File: src/hw/rtl/nss_pkg.sv
// ----------------------------------------------------------------------------
// nss_pkg
// Shared widths, constants and handshake types for number_set_statistics.
// ----------------------------------------------------------------------------
`default_nettype none

package nss_pkg;

  localparam int VALUE_WIDTH = 16;
  localparam int OUT_WIDTH   = 16;
  localparam int DCNT_WIDTH  = 8;
  localparam int DIV_WIDTH   = VALUE_WIDTH / 2 + 1;
  localparam int REV_WIDTH   = 20;
  localparam int STEP_WIDTH  = $clog2(VALUE_WIDTH) + 1;

  localparam logic [OUT_WIDTH-1:0]  CNT_MAX    = '1;
  localparam logic [DCNT_WIDTH-1:0] DCNT_MAX   = '1;
  localparam logic [VALUE_WIDTH-1:0] DECIMAL_BASE = VALUE_WIDTH'(10);

  typedef struct packed {
    logic                   start;
    logic [VALUE_WIDTH-1:0] dividend;
    logic [VALUE_WIDTH-1:0] divisor;
  } div_req_t;

  typedef struct packed {
    logic                   busy;
    logic                   done;
    logic [VALUE_WIDTH-1:0] quotient;
    logic [VALUE_WIDTH-1:0] remainder;
  } div_rsp_t;

endpackage

`default_nettype wire

File: src/hw/rtl/nss_divider.sv
// ----------------------------------------------------------------------------
// nss_divider
// Bit-serial restoring divider: one quotient bit per cycle.
// ----------------------------------------------------------------------------
`default_nettype none

module nss_divider
  import nss_pkg::*;
(
  input  wire logic     clk,
  input  wire logic     rst_n,
  input  wire div_req_t req,
  output div_rsp_t      rsp
);

  logic [VALUE_WIDTH-1:0] q_r, q_nxt;
  logic [VALUE_WIDTH:0]   r_r, r_nxt;
  logic [VALUE_WIDTH-1:0] d_r, d_nxt;
  logic [STEP_WIDTH-1:0]  cnt_r, cnt_nxt;
  logic                   busy_r, busy_nxt;
  logic                   done_r, done_nxt;
  logic [VALUE_WIDTH:0]   r_shift;

  always_comb begin
    q_nxt    = q_r;
    r_nxt    = r_r;
    d_nxt    = d_r;
    cnt_nxt  = cnt_r;
    busy_nxt = busy_r;
    done_nxt = 1'b0;
    r_shift  = {r_r[VALUE_WIDTH-1:0], q_r[VALUE_WIDTH-1]};
    if (req.start) begin
      q_nxt    = req.dividend;
      r_nxt    = '0;
      d_nxt    = req.divisor;
      cnt_nxt  = STEP_WIDTH'(VALUE_WIDTH);
      busy_nxt = 1'b1;
    end else if (busy_r) begin
      // shift in next dividend bit, subtract when it fits
      if (r_shift >= {1'b0, d_r}) begin
        r_nxt = r_shift - {1'b0, d_r};
        q_nxt = {q_r[VALUE_WIDTH-2:0], 1'b1};
      end else begin
        r_nxt = r_shift;
        q_nxt = {q_r[VALUE_WIDTH-2:0], 1'b0};
      end
      cnt_nxt = cnt_r - 1'b1;
      if (cnt_r == STEP_WIDTH'(1)) begin
        busy_nxt = 1'b0;
        done_nxt = 1'b1;
      end
    end
  end

  always_ff @(posedge clk) begin
    if (!rst_n) begin
      busy_r <= 1'b0;
      done_r <= 1'b0;
      cnt_r  <= '0;
    end else begin
      busy_r <= busy_nxt;
      done_r <= done_nxt;
      cnt_r  <= cnt_nxt;
    end
    q_r <= q_nxt;
    r_r <= r_nxt;
    d_r <= d_nxt;
  end

  assign rsp.busy      = busy_r;
  assign rsp.done      = done_r;
  assign rsp.quotient  = q_r;
  assign rsp.remainder = r_r[VALUE_WIDTH-1:0];

endmodule

`default_nettype wire

File: src/hw/rtl/number_set_statistics.sv
// ----------------------------------------------------------------------------
// number_set_statistics
// Per-set max, min, prime count, palindrome count and most-divisors value.
// ----------------------------------------------------------------------------
// One value is taken at a time. For each value the block walks trial divisors
// d = 1, 2, ... while d*d <= value, each remainder coming from a shared
// bit-serial divider (start, one quotient bit per step, then done);
// the divisor count also decides primality (exactly two divisors). Then it
// peels decimal digits by dividing by ten on the same divider, one divide per
// digit, to build the reversed number. An item therefore takes one divide per
// trial divisor up to floor(sqrt(value)) plus one per decimal digit, none for
// zero. The divider is the bottleneck. A finished result sits in an output
// register, so the next item is accepted while it waits; only a second result
// stalls until the first is transferred.
// ----------------------------------------------------------------------------
`default_nettype none

module number_set_statistics
  import nss_pkg::*;
(
  input  wire logic        clk,
  input  wire logic        rst_n,
  // input stream
  input  wire logic        in_tvalid,
  output logic             in_tready,
  input  wire logic [15:0] in_tdata,   // value[15:0]
  input  wire logic        in_tlast,   // last item of the set
  // result stream
  output logic             out_tvalid,
  input  wire logic        out_tready,
  output logic [79:0]      out_tdata   // max_value, min_value, prime_count,
                                       // palindrome_count, most_divisors_value
);

  typedef enum logic [2:0] {
    S_IDLE, S_DIV_CHK, S_DIV_WAIT, S_PAL_CHK, S_PAL_WAIT, S_UPDATE
  } state_t;

  state_t                 state_r;
  logic [VALUE_WIDTH-1:0] v_r;
  logic                   last_r;
  logic [DIV_WIDTH-1:0]   d_r;          // trial divisor
  logic [DCNT_WIDTH-1:0]  dcnt_r;       // divisors of current value
  logic [VALUE_WIDTH-1:0] t_r;          // value with low digits peeled off
  logic [REV_WIDTH-1:0]   rev_r;        // reversed decimal number
  logic                   pal_r;

  // per-set statistics
  logic [OUT_WIDTH-1:0]   max_r, min_r, primes_r, pals_r, best_r;
  logic [DCNT_WIDTH-1:0]  best_cnt_r;

  logic                   out_valid_r;
  logic [79:0]            out_data_r;

  div_req_t div_req;
  div_rsp_t div_rsp;

  logic [2*DIV_WIDTH-1:0] dsq;
  logic                   d_stop;
  logic [DCNT_WIDTH:0]    dcnt_add;
  logic [REV_WIDTH-1:0]   rev_next;
  logic                   is_prime;
  logic [OUT_WIDTH-1:0]   max_n, min_n, primes_n, pals_n, best_n;
  logic [DCNT_WIDTH-1:0]  best_cnt_n;
  logic                   out_stall;

  nss_divider u_div (
    .clk   (clk),
    .rst_n (rst_n),
    .req   (div_req),
    .rsp   (div_rsp)
  );

  assign dsq    = d_r * d_r;
  assign d_stop = dsq > (2*DIV_WIDTH)'(v_r);

  // shared divider: trial division or divide by ten
  always_comb begin
    div_req.start    = 1'b0;
    div_req.dividend = v_r;
    div_req.divisor  = VALUE_WIDTH'(d_r);
    if (state_r == S_DIV_CHK && !d_stop) begin
      div_req.start = 1'b1;
    end else if (state_r == S_PAL_CHK && t_r != '0) begin
      div_req.start    = 1'b1;
      div_req.dividend = t_r;
      div_req.divisor  = DECIMAL_BASE;
    end
  end

  assign dcnt_add = (dsq == (2*DIV_WIDTH)'(v_r)) ? {1'b0, dcnt_r} + 1'b1
                                                 : {1'b0, dcnt_r} + 2'd2;
  assign rev_next = (rev_r << 3) + (rev_r << 1) + REV_WIDTH'(div_rsp.remainder);

  // statistics with the current value folded in
  always_comb begin
    is_prime   = (dcnt_r == DCNT_WIDTH'(2));
    max_n      = (OUT_WIDTH'(v_r) > max_r) ? OUT_WIDTH'(v_r) : max_r;
    min_n      = (OUT_WIDTH'(v_r) < min_r) ? OUT_WIDTH'(v_r) : min_r;
    primes_n   = (is_prime && primes_r != CNT_MAX) ? primes_r + 1'b1 : primes_r;
    pals_n     = (pal_r && pals_r != CNT_MAX) ? pals_r + 1'b1 : pals_r;
    best_n     = best_r;
    best_cnt_n = best_cnt_r;
    if (dcnt_r > best_cnt_r) begin
      best_cnt_n = dcnt_r;
      best_n     = OUT_WIDTH'(v_r);
    end else if (dcnt_r == best_cnt_r && OUT_WIDTH'(v_r) > best_r) begin
      best_n = OUT_WIDTH'(v_r);
    end
  end

  assign out_stall = out_valid_r && !out_tready;
  assign in_tready = (state_r == S_IDLE);

  always_ff @(posedge clk) begin
    if (!rst_n) begin
      state_r     <= S_IDLE;
      out_valid_r <= 1'b0;
      max_r       <= '0;
      min_r       <= '1;
      primes_r    <= '0;
      pals_r      <= '0;
      best_r      <= '0;
      best_cnt_r  <= '0;
    end else begin
      // a new result being loaded keeps the valid flag set
      if (out_valid_r && out_tready && !(state_r == S_UPDATE && last_r)) begin
        out_valid_r <= 1'b0;
      end
      unique case (state_r)
        S_IDLE: begin
          if (in_tvalid) begin
            v_r     <= in_tdata[VALUE_WIDTH-1:0];
            last_r  <= in_tlast;
            d_r     <= DIV_WIDTH'(1);
            dcnt_r  <= '0;
            state_r <= S_DIV_CHK;
          end
        end
        S_DIV_CHK: begin
          if (d_stop) begin
            t_r     <= v_r;
            rev_r   <= '0;
            state_r <= S_PAL_CHK;
          end else begin
            state_r <= S_DIV_WAIT;
          end
        end
        S_DIV_WAIT: begin
          if (div_rsp.done) begin
            if (div_rsp.remainder == '0) begin
              dcnt_r <= dcnt_add[DCNT_WIDTH] ? DCNT_MAX : dcnt_add[DCNT_WIDTH-1:0];
            end
            d_r     <= d_r + 1'b1;
            state_r <= S_DIV_CHK;
          end
        end
        S_PAL_CHK: begin
          if (t_r == '0) begin
            pal_r   <= (rev_r == REV_WIDTH'(v_r));
            state_r <= S_UPDATE;
          end else begin
            state_r <= S_PAL_WAIT;
          end
        end
        S_PAL_WAIT: begin
          if (div_rsp.done) begin
            rev_r   <= rev_next;
            t_r     <= div_rsp.quotient;
            state_r <= S_PAL_CHK;
          end
        end
        S_UPDATE: begin
          if (!(last_r && out_stall)) begin
            state_r <= S_IDLE;
            if (last_r) begin
              // emit the set and start a fresh one
              out_valid_r <= 1'b1;
              out_data_r  <= {best_n, pals_n, primes_n, min_n, max_n};
              max_r       <= '0;
              min_r       <= '1;
              primes_r    <= '0;
              pals_r      <= '0;
              best_r      <= '0;
              best_cnt_r  <= '0;
            end else begin
              max_r      <= max_n;
              min_r      <= min_n;
              primes_r   <= primes_n;
              pals_r     <= pals_n;
              best_r     <= best_n;
              best_cnt_r <= best_cnt_n;
            end
          end
        end
        default: state_r <= S_IDLE;
      endcase
    end
  end

  assign out_tvalid = out_valid_r;
  assign out_tdata  = out_data_r;

  // divider only reports in the wait states
  a_div_done_state: assert property (@(posedge clk) disable iff (!rst_n)
    div_rsp.done |-> (state_r == S_DIV_WAIT || state_r == S_PAL_WAIT))
    else $error("divider finished outside a wait state");

  // no new divide while one is running
  a_div_no_overlap: assert property (@(posedge clk) disable iff (!rst_n)
    div_rsp.busy |-> !div_req.start)
    else $error("divider restarted while busy");

  // trial divisor never passes the square root bound
  a_div_bound: assert property (@(posedge clk) disable iff (!rst_n)
    (state_r == S_DIV_WAIT) |-> (dsq <= (2*DIV_WIDTH)'(v_r)))
    else $error("trial divisor beyond square root");

  // a held result is not overwritten
  a_out_hold: assert property (@(posedge clk) disable iff (!rst_n)
    out_stall |=> (out_valid_r && $stable(out_data_r)))
    else $error("pending result lost");

endmodule

`default_nettype wire
File: config.mk
export PLATFORM = sky130hd
export DESIGN_NAME = number_set_statistics
export DESIGN_NICKNAME = d
export VERILOG_FILES = /design/src/hw/rtl/nss_pkg.sv /design/src/hw/rtl/nss_divider.sv /design/src/hw/rtl/number_set_statistics.sv
export SDC_FILE = /design/constraint.sdc
export NUM_CORES = 1
export LEC_CHECK = 0
export ABC_AREA = 1
export BUFFER_PORTS_ARGS = -buffer_cell sky130_fd_sc_hd__buf_4
export CORE_MARGIN = 1.5
export CORE_UTILIZATION = 62
export CTS_CLUSTER_DIAMETER = 40
export DETAILED_ROUTE_END_ITERATION = 8
export PLACE_DENSITY = 0.83
export SLEW_MARGIN = 20
export SYNTH_ARGS = -nofsm -noshare
export SYNTH_HDL_FRONTEND = slang
export SYNTH_SLANG_ARGS = --single-unit
File: constraint.sdc
create_clock -name clk -period 21.8 [get_ports clk]
set_input_delay 4.36 -clock clk [delete_from_list [all_inputs] [get_ports clk]]
set_output_delay 4.36 -clock clk [all_outputs]
set_load 0.005 [all_outputs]
## Word-level counts from Yosys, hierarchy flattened

Index checks and enable logic that the tools add are counted.

| storage, ports and cells | value |
|---|---|
| register bits after elaboration | 298 |
| input port bits | 21 |
| output and inout bits | 82 |
| word-level logic and storage cells | 145 |

| cells by class | value |
|---|---|
| $add $sub $neg | 9 |
| multipliers | 1 |
| magnitude comparators | 6 |
| eq/ne operators | 18 |
| multiplexer cells | 52 |
| bitwise logic cells | 3 |
| reductions and logical operators | 32 |

Operator list:

| kind | number |
|---|---|
| 16-bit 2-to-1 mux | 16 |
| 8-bit 2-to-1 mux | 6 |
| 20-bit 2-to-1 mux | 2 |
| 20-bit one-hot mux with 2 select lines | 1 |
| 33-bit 2-to-1 mux | 1 |
| 16-bit by 1-bit adder with 16-bit output (second input constant) | 2 |
| 16-bit greater-than comparator | 2 |
| 16-bit logical NOT | 2 |
| 32-bit 2-to-1 mux | 1 |
| 16-bit != test (second input constant) | 2 |
| 16-bit one-hot mux with 2 select lines | 1 |
| 9-bit 2-to-1 mux | 3 |
| 20-bit by 16-bit adder with 20-bit output | 1 |
| 20-bit adder | 1 |
| 20-bit by 16-bit == test with 1-bit output | 1 |
| 18-bit by 16-bit == test with 1-bit output | 1 |
| 18-bit by 16-bit greater-than comparator with 1-bit output | 1 |
| 9-bit by 9-bit multiplier with 18-bit output | 1 |
| 3-bit one-hot mux with 6 select lines | 1 |
| 9-bit one-hot mux with 2 select lines | 1 |
| 17-bit by 16-bit >= comparator with 1-bit output | 1 |
| 16-bit < comparator | 1 |
| 8-bit one-hot mux with 2 select lines | 1 |
| 4-bit AND reduction | 4 |
| other kinds (28) | 67 |

## Logic depth before layout (Yosys ltp)

Gate-level depths: netlist of run 1.

| logic depth | value |
|---|---|
| depth after elaboration | 8 |
| mapped depth | 34 |
| gate-level depth less buffers | 33 |

## Hierarchy

A second synthesis of run 1 with hierarchy kept.

| second synthesis, totals | value |
|---|---|
| cells, all modules | 2,380 |
| area total of the unflattened synthesis | 19,454.9 um2 |

Modules (own cells, without submodules):

| module | instances | cells each | area each (um2) | sequential area each (um2) |
|---|---|---|---|---|
| number_set_statistics | 1 | 1,920 | 16,107.9 | 6,376.1 |
| nss_divider | 1 | 460 | 3,347.0 | 1,421.4 |

## Worst setup path before layout of run 1

Ideal clock, no wire load.

| timing | value |
|---|---|
| kind | input to register |
| start point | input rst_n |
| end point | register out_data_r[0], in the netlist out_tdata[0] (enable) |
| setup time | 0.617 ns |
| data arrival time | 10.269 ns |
| data required time | 21.183 ns |
| path slack | 10.914 ns |
| stages | 4 |
| path buffers | 2 |
| cells stage by stage | buf_2 -> inv_1 -> clkbuf_1 -> nor3_1 |

| on the way | value |
|---|---|
| cells in the longest elaborated chain, start to end | 1 |

Ends and longest elaborated chain:

| element | RTL line | source |
|---|---|---|
| start: declaration | number_set_statistics.sv:22 | `input wire logic rst_n,` |
| 4-bit AND reduction (no source line) | - |  |
| end signal: assignment | number_set_statistics.sv:179 | `out_data_r <= {best_n, pals_n, primes_n, min_n, max_n};` |
| end: declaration | number_set_statistics.sv:53 | `logic [79:0] out_data_r;` |

No other way between the ends.
A chain may end at the register's enable or synchronous reset.

## Worst setup path after layout of run 1

| timing | value |
|---|---|
| start point | register d_r[6] |
| end point | register u_div.q_r[14] (enable) |

| on the way | value |
|---|---|
| cells in the longest elaborated chain, start to end | 6 |

Ends and longest elaborated chain:

| element | RTL line | source |
|---|---|---|
| start: declaration | number_set_statistics.sv:42 | `logic [DIV_WIDTH-1:0] d_r;` |
| start signal: assignment | number_set_statistics.sv:154 | `d_r <= d_r + 1'b1;` |
| 9-bit by 9-bit multiplier with 18-bit output | number_set_statistics.sv:74 | `assign dsq = d_r * d_r;` |
| 18-bit by 16-bit greater-than comparator with 1-bit output | number_set_statistics.sv:75 | `assign d_stop = dsq > (2*DIV_WIDTH)'(v_r);` |
| 1-bit logical NOT | number_set_statistics.sv:82 | `if (state_r == S_DIV_CHK && !d_stop) begin` |
| 1-bit logical AND | number_set_statistics.sv:82 |  |
| 1-bit 2-to-1 mux | number_set_statistics.sv:82 |  |
| 2-bit nonzero test (no source line) | - |  |
| end signal: assignment | nss_divider.sv:65 | `q_r <= q_nxt;` |
| end: declaration | nss_divider.sv:16 | `logic [VALUE_WIDTH-1:0] q_r, q_nxt;` |

No other way between the ends.

==> flow_summary.toml, run 1 <==
[power_and_ir_drop]
leakagePower_uw = 0.00923
powerDensity_nw_per_um2 = 162
ir_drop_mv = 0.155

[clock_tree]
cts_htree_levels = 2
post_cts.repair.setup_buffers = 0
root_buffer = "clkbuf_16"
clkLatencyLatePin_ns = 0.55
post_cts_resized = 0
cts_buffers = 40
cts.clk_slew.worst_paths_ns = 0.05
clock-sinks = 291
tritoncts = "built"
cts_hold_buf = 0
cts_buffer_depth = 3

[logic_synthesis]
syn_inst = 2212
avgSynthCellArea_um2 = 8.47
synth_edf_count = 176
synth_area_leaders = "edfxtp_1, dfxtp_1, nand2_1"
yosys_warnings = 0
synth_area_um2 = 18700
yosysMostFrequentCell = "nand2_1"
synth_cell_type_count = 62
synth_area_leader_cell = "edfxtp_1"
synth_common_cells = "nand2_1, inv_1, a21oi_1"
synth_top_area_share_pct = 28.2
synth_fp_nets = 2425
async_flop_share_pct = 0
ys_ff_latch = 291
synth_seq_area_share_pct = 40.5
ys.flop_type = "edfxtp_1"

[finish]
layoutNonFillerInstCount = 2719
antennaDiodeCount = 0
utilization_pct = 70.9
final_nets = 2510
synthToLayoutAreaGrowth_pct = 12.5
layout-drive-gt1-share_pct = 11.7
final_area_um2 = 21100

[worst_setup_path]
required_ns = 21.97
worst_setup_path_end_kind = "flip-flop"
crit_fanout = 40
crit_top_cell = "nand2_1"
startpoint_type = "flip-flop"
slowest_delay_ns = 0.62
path_class = "reg2reg"
arrival_ns = 7.02
cpMaxStageDelayCell = "fa_1"

[sta]
finalCritPeriodShare_pct = 31.4
min_period_ns = 6.85
tns_ns = 0
slew_violations = 0
tightest_slew_ns = 1.09
max-slew-margin-rel_pct = 27.0
fmax_ghz = 0.146
fin_skew_ns = 0.0222
setup-violations-final = 0
rsz0062_at_grt = "no"
hold_violations = 0
timing.final.ws_setup_ns = 14.95

[grt]
grt_pass1_vias = 15500
grt-ovfl-total = 0
grt_pass1_wl_um = 76000
antenna_found_initial = 0
track_usage_pct = 30.5
grt_max_degree = 91

[routing]
drt_wl_total_um = 47000
drt_iter0_markers = 1687
ant_nets = 0
drcViolationCount = 1
dr.pass1.iters = 9
via_per_inst = 5.83
num_vias = 15900
wl_per_cell_um = 17.3

[run_status]
outcome = "complete, but fails checks"
failed_checks = "DRC"

[floorplanning]
die_h_um = 177
start_util_pct = 63.1
ios = 103
die_w_um = 177
coreArea_um2 = 29700
num_rows = 63
dieArea_um2 = 31300

[worst_hold_path]
hold_class = "reg2reg"

[placement]
placed_area_um2 = 19700
globalplace.congestion = 0.935
dpl.cell_count = 2645
hpwlAfterDp_um = 33100
post-place-ws_ns = 14.96
port_buffers = 102

[job]
maxCapViolations = 0
==> cell usage in the layout (no fill, tap or decap), types with 4 or more instances in the layout <==
| master | instances |
|---|---|
| a211oi_1 | 5 |
| a21oi_1 | 194 |
| a21oi_2 | 4 |
| a22oi_1 | 5 |
| a22oi_2 | 10 |
| a31oi_1 | 7 |
| and2_1 | 34 |
| buf_4 | 112 |
| clkbuf_1 | 4 |
| clkbuf_16 | 41 |
| clkinv_2 | 6 |
| clkinv_4 | 5 |
| clkinvlp_4 | 4 |
| dfxtp_1 | 115 |
| edfxtp_1 | 176 |
| fa_1 | 50 |
| ha_1 | 142 |
| inv_1 | 301 |
| inv_2 | 13 |
| inv_6 | 8 |
| nand2_1 | 476 |
| nand2_2 | 9 |
| nand2_4 | 5 |
| nand3_1 | 140 |
| nand3_2 | 5 |
| nand3b_1 | 4 |
| nand4_1 | 20 |
| nor2_1 | 143 |
| nor2_2 | 7 |
| nor3_1 | 17 |
| nor3_2 | 4 |
| nor4_1 | 14 |
| o211ai_1 | 6 |
| o21a_1 | 5 |
| o21ai_0 | 82 |
| o21ai_1 | 17 |
| o21ai_2 | 13 |
| or2_2 | 4 |
| xnor2_1 | 24 |
| xor2_1 | 53 |
==> sequential cells by signal, summed over array words and instances (netlist names), 9 cells and up <==
name / flops
out_tdata: 80
rev_r: 20
best_r: 16
max_r: 16
min_r: 16
pals_r: 16
primes_r: 16
t_r: 16
u_div.q_r: 16
u_div.r_r: 16
v_r: 16
d_r: 9
u_div.d_r: 9
==> through the flow <==
step	hold WS (ns)	total power (uW)
after floorplan	0.435	2330
after global placement	0.450	2650
after detailed placement	0.455	2730
after CTS	0.464	3410
after global routing	0.476	3720
final	0.465	3410
==> routing by layer <==
metal / share of wire, % / vias up / wire length (um) / track usage (%)
met1: 39 / 7413 / 18500 / 37.8
met5: 0 / - / 0 / 0
li1: - / 7525 / - / -
met4: 4.7 / 0 / 2190 / 14.2
met3: 7.8 / 156 / 3670 / 5.03
met2: 48 / 768 / 22700 / 52.0
==> worst max-delay path: cells and delay by family (launching register included) <==
kind	cells	cell delay, ns
AOI/OAI and AO/OA	1	0.18
xor gates and xnor gates	1	0.15
adders and majority gates	6	2.76
buffers and inverters	5	0.37
DFF	1	0.61
and+or+nand+nor	15	2.39
==> power breakdown <==
group	internal [uW]	switching (uW)
Combinational	725	1230
Clock	378	265
Sequential	712	100
==> logic make-up after synthesis <==
family	after synthesis	synth area share, %
AND/OR/NAND/NOR	894	21.3
buffers and inverters	386	8.33
AO/OA/AOI/OAI	370	11.3
flip-flops	291	40.5
adder cells (fa/ha/maj)	192	14.8
XOR/XNOR	79	3.77
==> path summary, 6_finish.rpt <==
check / start / end / slack, ns / cells after the start
hold reg to reg: max_r[2]$_SDFFE_PN0P_ / max_r[2]$_SDFFE_PN0P_ / 0.47 / 2
hold / removal: max_r[2]$_SDFFE_PN0P_ / max_r[2]$_SDFFE_PN0P_ / 0.47 / 2
setup / recovery: d_r[6]$_SDFFCE_PP0P_ / u_div.q_r[14]$_DFFE_PP_ / 14.95 / 28
setup reg to reg: d_r[6]$_SDFFCE_PP0P_ / u_div.q_r[14]$_DFFE_PP_ / 14.95 / 28
==> area by class of cell <==
type | instances | area [um2]
clock buffers | 45 | 1040
clock inverters | 29 | 295
fillers | 2169 | 8640
inverters | 317 | 1200
multi-input cells | 1535 | 9620
flip-flops and latches | 291 | 7590
well taps | 390 | 488
repair buffers | 112 | 841
Note: power is estimated with default switching activity, not from simulation.
==> run 2: changes to the inputs <==
--- a/config.mk
+++ b/config.mk
@@ -5,13 +5,13 @@
 export SDC_FILE = /design/constraint.sdc
 export NUM_CORES = 1
 export LEC_CHECK = 0
-export ABC_AREA = 1
+export ABC_AREA = 0
 export BUFFER_PORTS_ARGS = -buffer_cell sky130_fd_sc_hd__buf_4
 export CORE_MARGIN = 1.5
-export CORE_UTILIZATION = 62
+export CORE_UTILIZATION = 56
 export CTS_CLUSTER_DIAMETER = 40
 export DETAILED_ROUTE_END_ITERATION = 8
-export PLACE_DENSITY = 0.83
+export PLACE_DENSITY = 0.79
 export SLEW_MARGIN = 20
 export SYNTH_ARGS = -nofsm -noshare
 export SYNTH_HDL_FRONTEND = slang
==> constraint.sdc (replaced) <==
create_clock -name clk -period 6.05 [get_ports clk]
set_input_delay 1.21 -clock clk [delete_from_list [all_inputs] [get_ports clk]]
set_output_delay 1.21 -clock clk [all_outputs]
set_load 0.005 [all_outputs]
==> run 2 against run 1 <==
- the run ends with setup timing left
- hold slack worse by 0.0065 ns
- clock-buffer cell count up 9
- clock skew up 0.010 ns
- sequential share of layout area down 0.35 points
- wire length down 8.0%
- synthesized cell count down 20%
- critical endpoint is now rev_r[4]$_SDFFCE_PN0P_
- largest cell class unchanged
- largest power group unchanged
==> flow_summary.toml, run 2 <==
[sta]
hold_violations = 0
fmax_ghz = 0.160
tightest_slew_ns = 1.12
slew_violations = 0
min_period_ns = 6.24
worst_hold_slack_ns = 0.458
timing.final.ws_setup_ns = -0.193
rsz0062_at_grt = "yes"
fin_skew_ns = 0.0321
setup-violations-final = 93
finalCritPeriodShare_pct = 103
max-slew-margin-rel_pct = 25.0

[finish]
synthToLayoutAreaGrowth_pct = 20.3
layout_commonest_cell = "buf_4"
layout-drive-gt1-share_pct = 19.1
largest_reg_flops = 80
antennaDiodeCount = 0
mostFrequentLayoutCells = "buf_4, edfxtp_1, nand2_1, inv_1, ha_1"
final_nets = 2137
final_area_um2 = 21300

[run_status]
failed_checks = "setup timing"
outcome = "complete, but fails checks"

[logic_synthesis]
syn_inst = 1759
synth_edf_count = 176
avgSynthCellArea_um2 = 10.1
ys.flop_type = "edfxtp_1"
synth_area_um2 = 17700
synth_area_leaders = "edfxtp_1, dfxtp_1, ha_1"
synth_top_area_share_pct = 29.9
synth_cell_type_count = 85
synth_common_cells = "edfxtp_1, nand2_1, inv_1"
synth_seq_area_share_pct = 42.9
yosys_warnings = 0
synth_area_leader_cell = "edfxtp_1"
async_flop_share_pct = 0
yosysMostFrequentCell = "edfxtp_1"
synth_fp_nets = 1972
ys_ff_latch = 291

[routing]
num_vias = 13900
wl_per_cell_um = 18.4
drt_iter0_markers = 1282
drcViolationCount = 0
drt_wl_total_um = 43300
dr.pass1.iters = 5
ant_nets = 0
via_per_inst = 5.92

[floorplanning]
dieArea_um2 = 32700
die_w_um = 181
start_util_pct = 57.4
ios = 103
coreArea_um2 = 30800
die_h_um = 181
num_rows = 64

[clock_tree]
cts.clk_slew.worst_paths_ns = 0.05
tritoncts = "built"
cts_htree_levels = 2
cts_hold_buf = 0
root_buffer = "clkbuf_16"
cts_buffer_depth = 3
cts_buffers = 40
clock-sinks = 291
clkLatencyLatePin_ns = 0.55

[power_and_ir_drop]
leakagePower_uw = 0.00878
ir_drop_mv = 0.293
p_clk_share_pct = 26.4
intPower_uw = 5930
comb_power_share_pct = 45.0
p_sw_uw = 3350
swShare_pct = 36.1
powerDensity_nw_per_um2 = 436
share_seq_of_total_power_pct = 28.6

[worst_hold_path]
hold_class = "reg2reg"
hold_end = "best_cnt_r[1]$_SDFFE_PN0P_"
holdPathStages = 2
hold_start = "best_cnt_r[1]$_SDFFE_PN0P_"

[worst_setup_path]
arrival_ns = 6.52
r2r_end = "rev_r[4]$_SDFFCE_PN0P_"
path_class = "reg2reg"
required_ns = 6.33
r2r-start = "d_r[8]$_SDFFCE_PP0P_"
slowest_delay_ns = 0.54
worst_setup_path_end_kind = "flip-flop"
r2r_cells = 30
crit_family = "adder cells"
crit_buf_inv = 4
crit_fanout = 18
startpoint_type = "flip-flop"
r2r_slack_ns = -0.19
cpMaxStageDelayCell = "fa_1"

[placement]
port_buffers = 102
placed_area_um2 = 19400
globalplace.congestion = 0.937
hpwlAfterDp_um = 30600

[grt]
grt_max_degree = 52
grt-ovfl-total = 0
grt_pass1_vias = 13800
grt_pass1_wl_um = 69300
antenna_found_initial = 1
track_usage_pct = 26.2

[job]
maxCapViolations = 0
run 2: cell types whose count changed in the layout (fill, tap and decap cells not counted), moves of 23 or more:
cell,before,now
nand2_1,476,166
inv_1,301,151
a21oi_1,194,56
nand3_1,140,38
buf_4,112,181
nor2_1,143,103
xnor2_1,24,61
a22o_1,0,35
nor2b_1,0,34
a21o_1,1,30
o21ai_0,82,110
and2_1,34,11
run 2: logic make-up (layout without fill, tap and decap cells):
logic type / count (synthesis) / after routing / synth area share [%]
AND/OR/NAND/NOR: 526 / 528 / 15.0
AO/OA/AOI/OAI: 395 / 395 / 15.2
flip-flops: 291 / 291 / 42.9
buffers and inverters: 239 / 434 / 5.30
adder cells (fa/ha/maj): 192 / 192 / 15.7
XOR/XNOR: 100 / 100 / 4.95
multiplexers: 16 / 16 / 0.969
run 2: through the flow:
| step | setup WS, ns | std cells | power [uW] | TNS, ns | utilization [%] |
|---|---|---|---|---|---|
| final | -0.193 | 2352 | 9280 | -9.57 | 69.0 |
| after global routing | -0.497 | 2352 | 9850 | -43.67 | 69.0 |
| after CTS | -0.107 | 2349 | 9190 | -4.43 | 68.7 |
| after detailed placement | -0.717 | 2257 | 6430 | -45.21 | 62.9 |
| after global placement | -0.543 | 2257 | 6270 | -24.83 | 62.9 |
| after floorplan | -0.160 | 1759 | 5310 | -5.93 | - |
run 2: routing by layer:
layer / part of all wire, % / global-route usage, %
met5: 0 / 0
met1: 41 / 33.1
met2: 48 / 44.1
met3: 6.5 / 4.13
met4: 4.2 / 12.3
run 2: worst max-delay path by stage:
stage                         start                 endpoint  slack [ns]  depth (start not counted)
2_1_floorplan  d_r[2]$_SDFFCE_PP0P_   rev_r[0]$_SDFFCE_PN0P_       -0.16                         26
3_3_place_gp   d_r[1]$_SDFFCE_PP0P_        t_r[13]$_DFFE_PP_       -0.54                         25
3_5_place_dp   d_r[1]$_SDFFCE_PP0P_        t_r[12]$_DFFE_PP_       -0.72                         27
4_1_cts        d_r[7]$_SDFFCE_PP0P_   rev_r[6]$_SDFFCE_PN0P_       -0.11                         26
5_1_grt        d_r[8]$_SDFFCE_PP0P_  dcnt_r[7]$_SDFFCE_PP0P_       -0.50                         30
6_report       d_r[8]$_SDFFCE_PP0P_   rev_r[4]$_SDFFCE_PN0P_       -0.19                         30
run 2: layout make-up:
| cell class | instances | area (um2) |
|---|---|---|
| clock inverter | 20 | 290 |
| tap | 396 | 495 |
| inverter | 160 | 603 |
| sequential | 291 | 7590 |
| fill | 2135 | 9550 |
| clock buffer | 54 | 1130 |
| timing repair buffer | 200 | 1600 |
| multi-input combinational | 1231 | 9580 |
run 2: power groups by stage:
stage | registers [uW] | logic [uW] | clock network (uW)
floorplan | 2550 | 2760 | 0
global placement | 2660 | 3610 | 0
detailed placement | 2670 | 3770 | 0
CTS | 2630 | 4080 | 2470
global route | 2670 | 4620 | 2560
finish | 2650 | 4180 | 2450
run 2: what timing repair did:
action / in CTS / in global routing
resized for setup: 55 / 18
cloned: 2 / 0
setup buffers: 16 / 2
endpoints found under the setup margin: 109 / 109
hold endpoints to repair: 0 / 0
pin swaps: 35 / 12
run 2: worst register-to-register path, delay by kind of cell, from the launching register on:
kind / cells / cell delay [ns]
buf+inv: 4 / 0.39
simple gates: 11 / 1.69
fa+ha+maj: 5 / 1.86
flops: 1 / 0.49
xor+xnor: 2 / 0.27
compound gates: 8 / 1.31
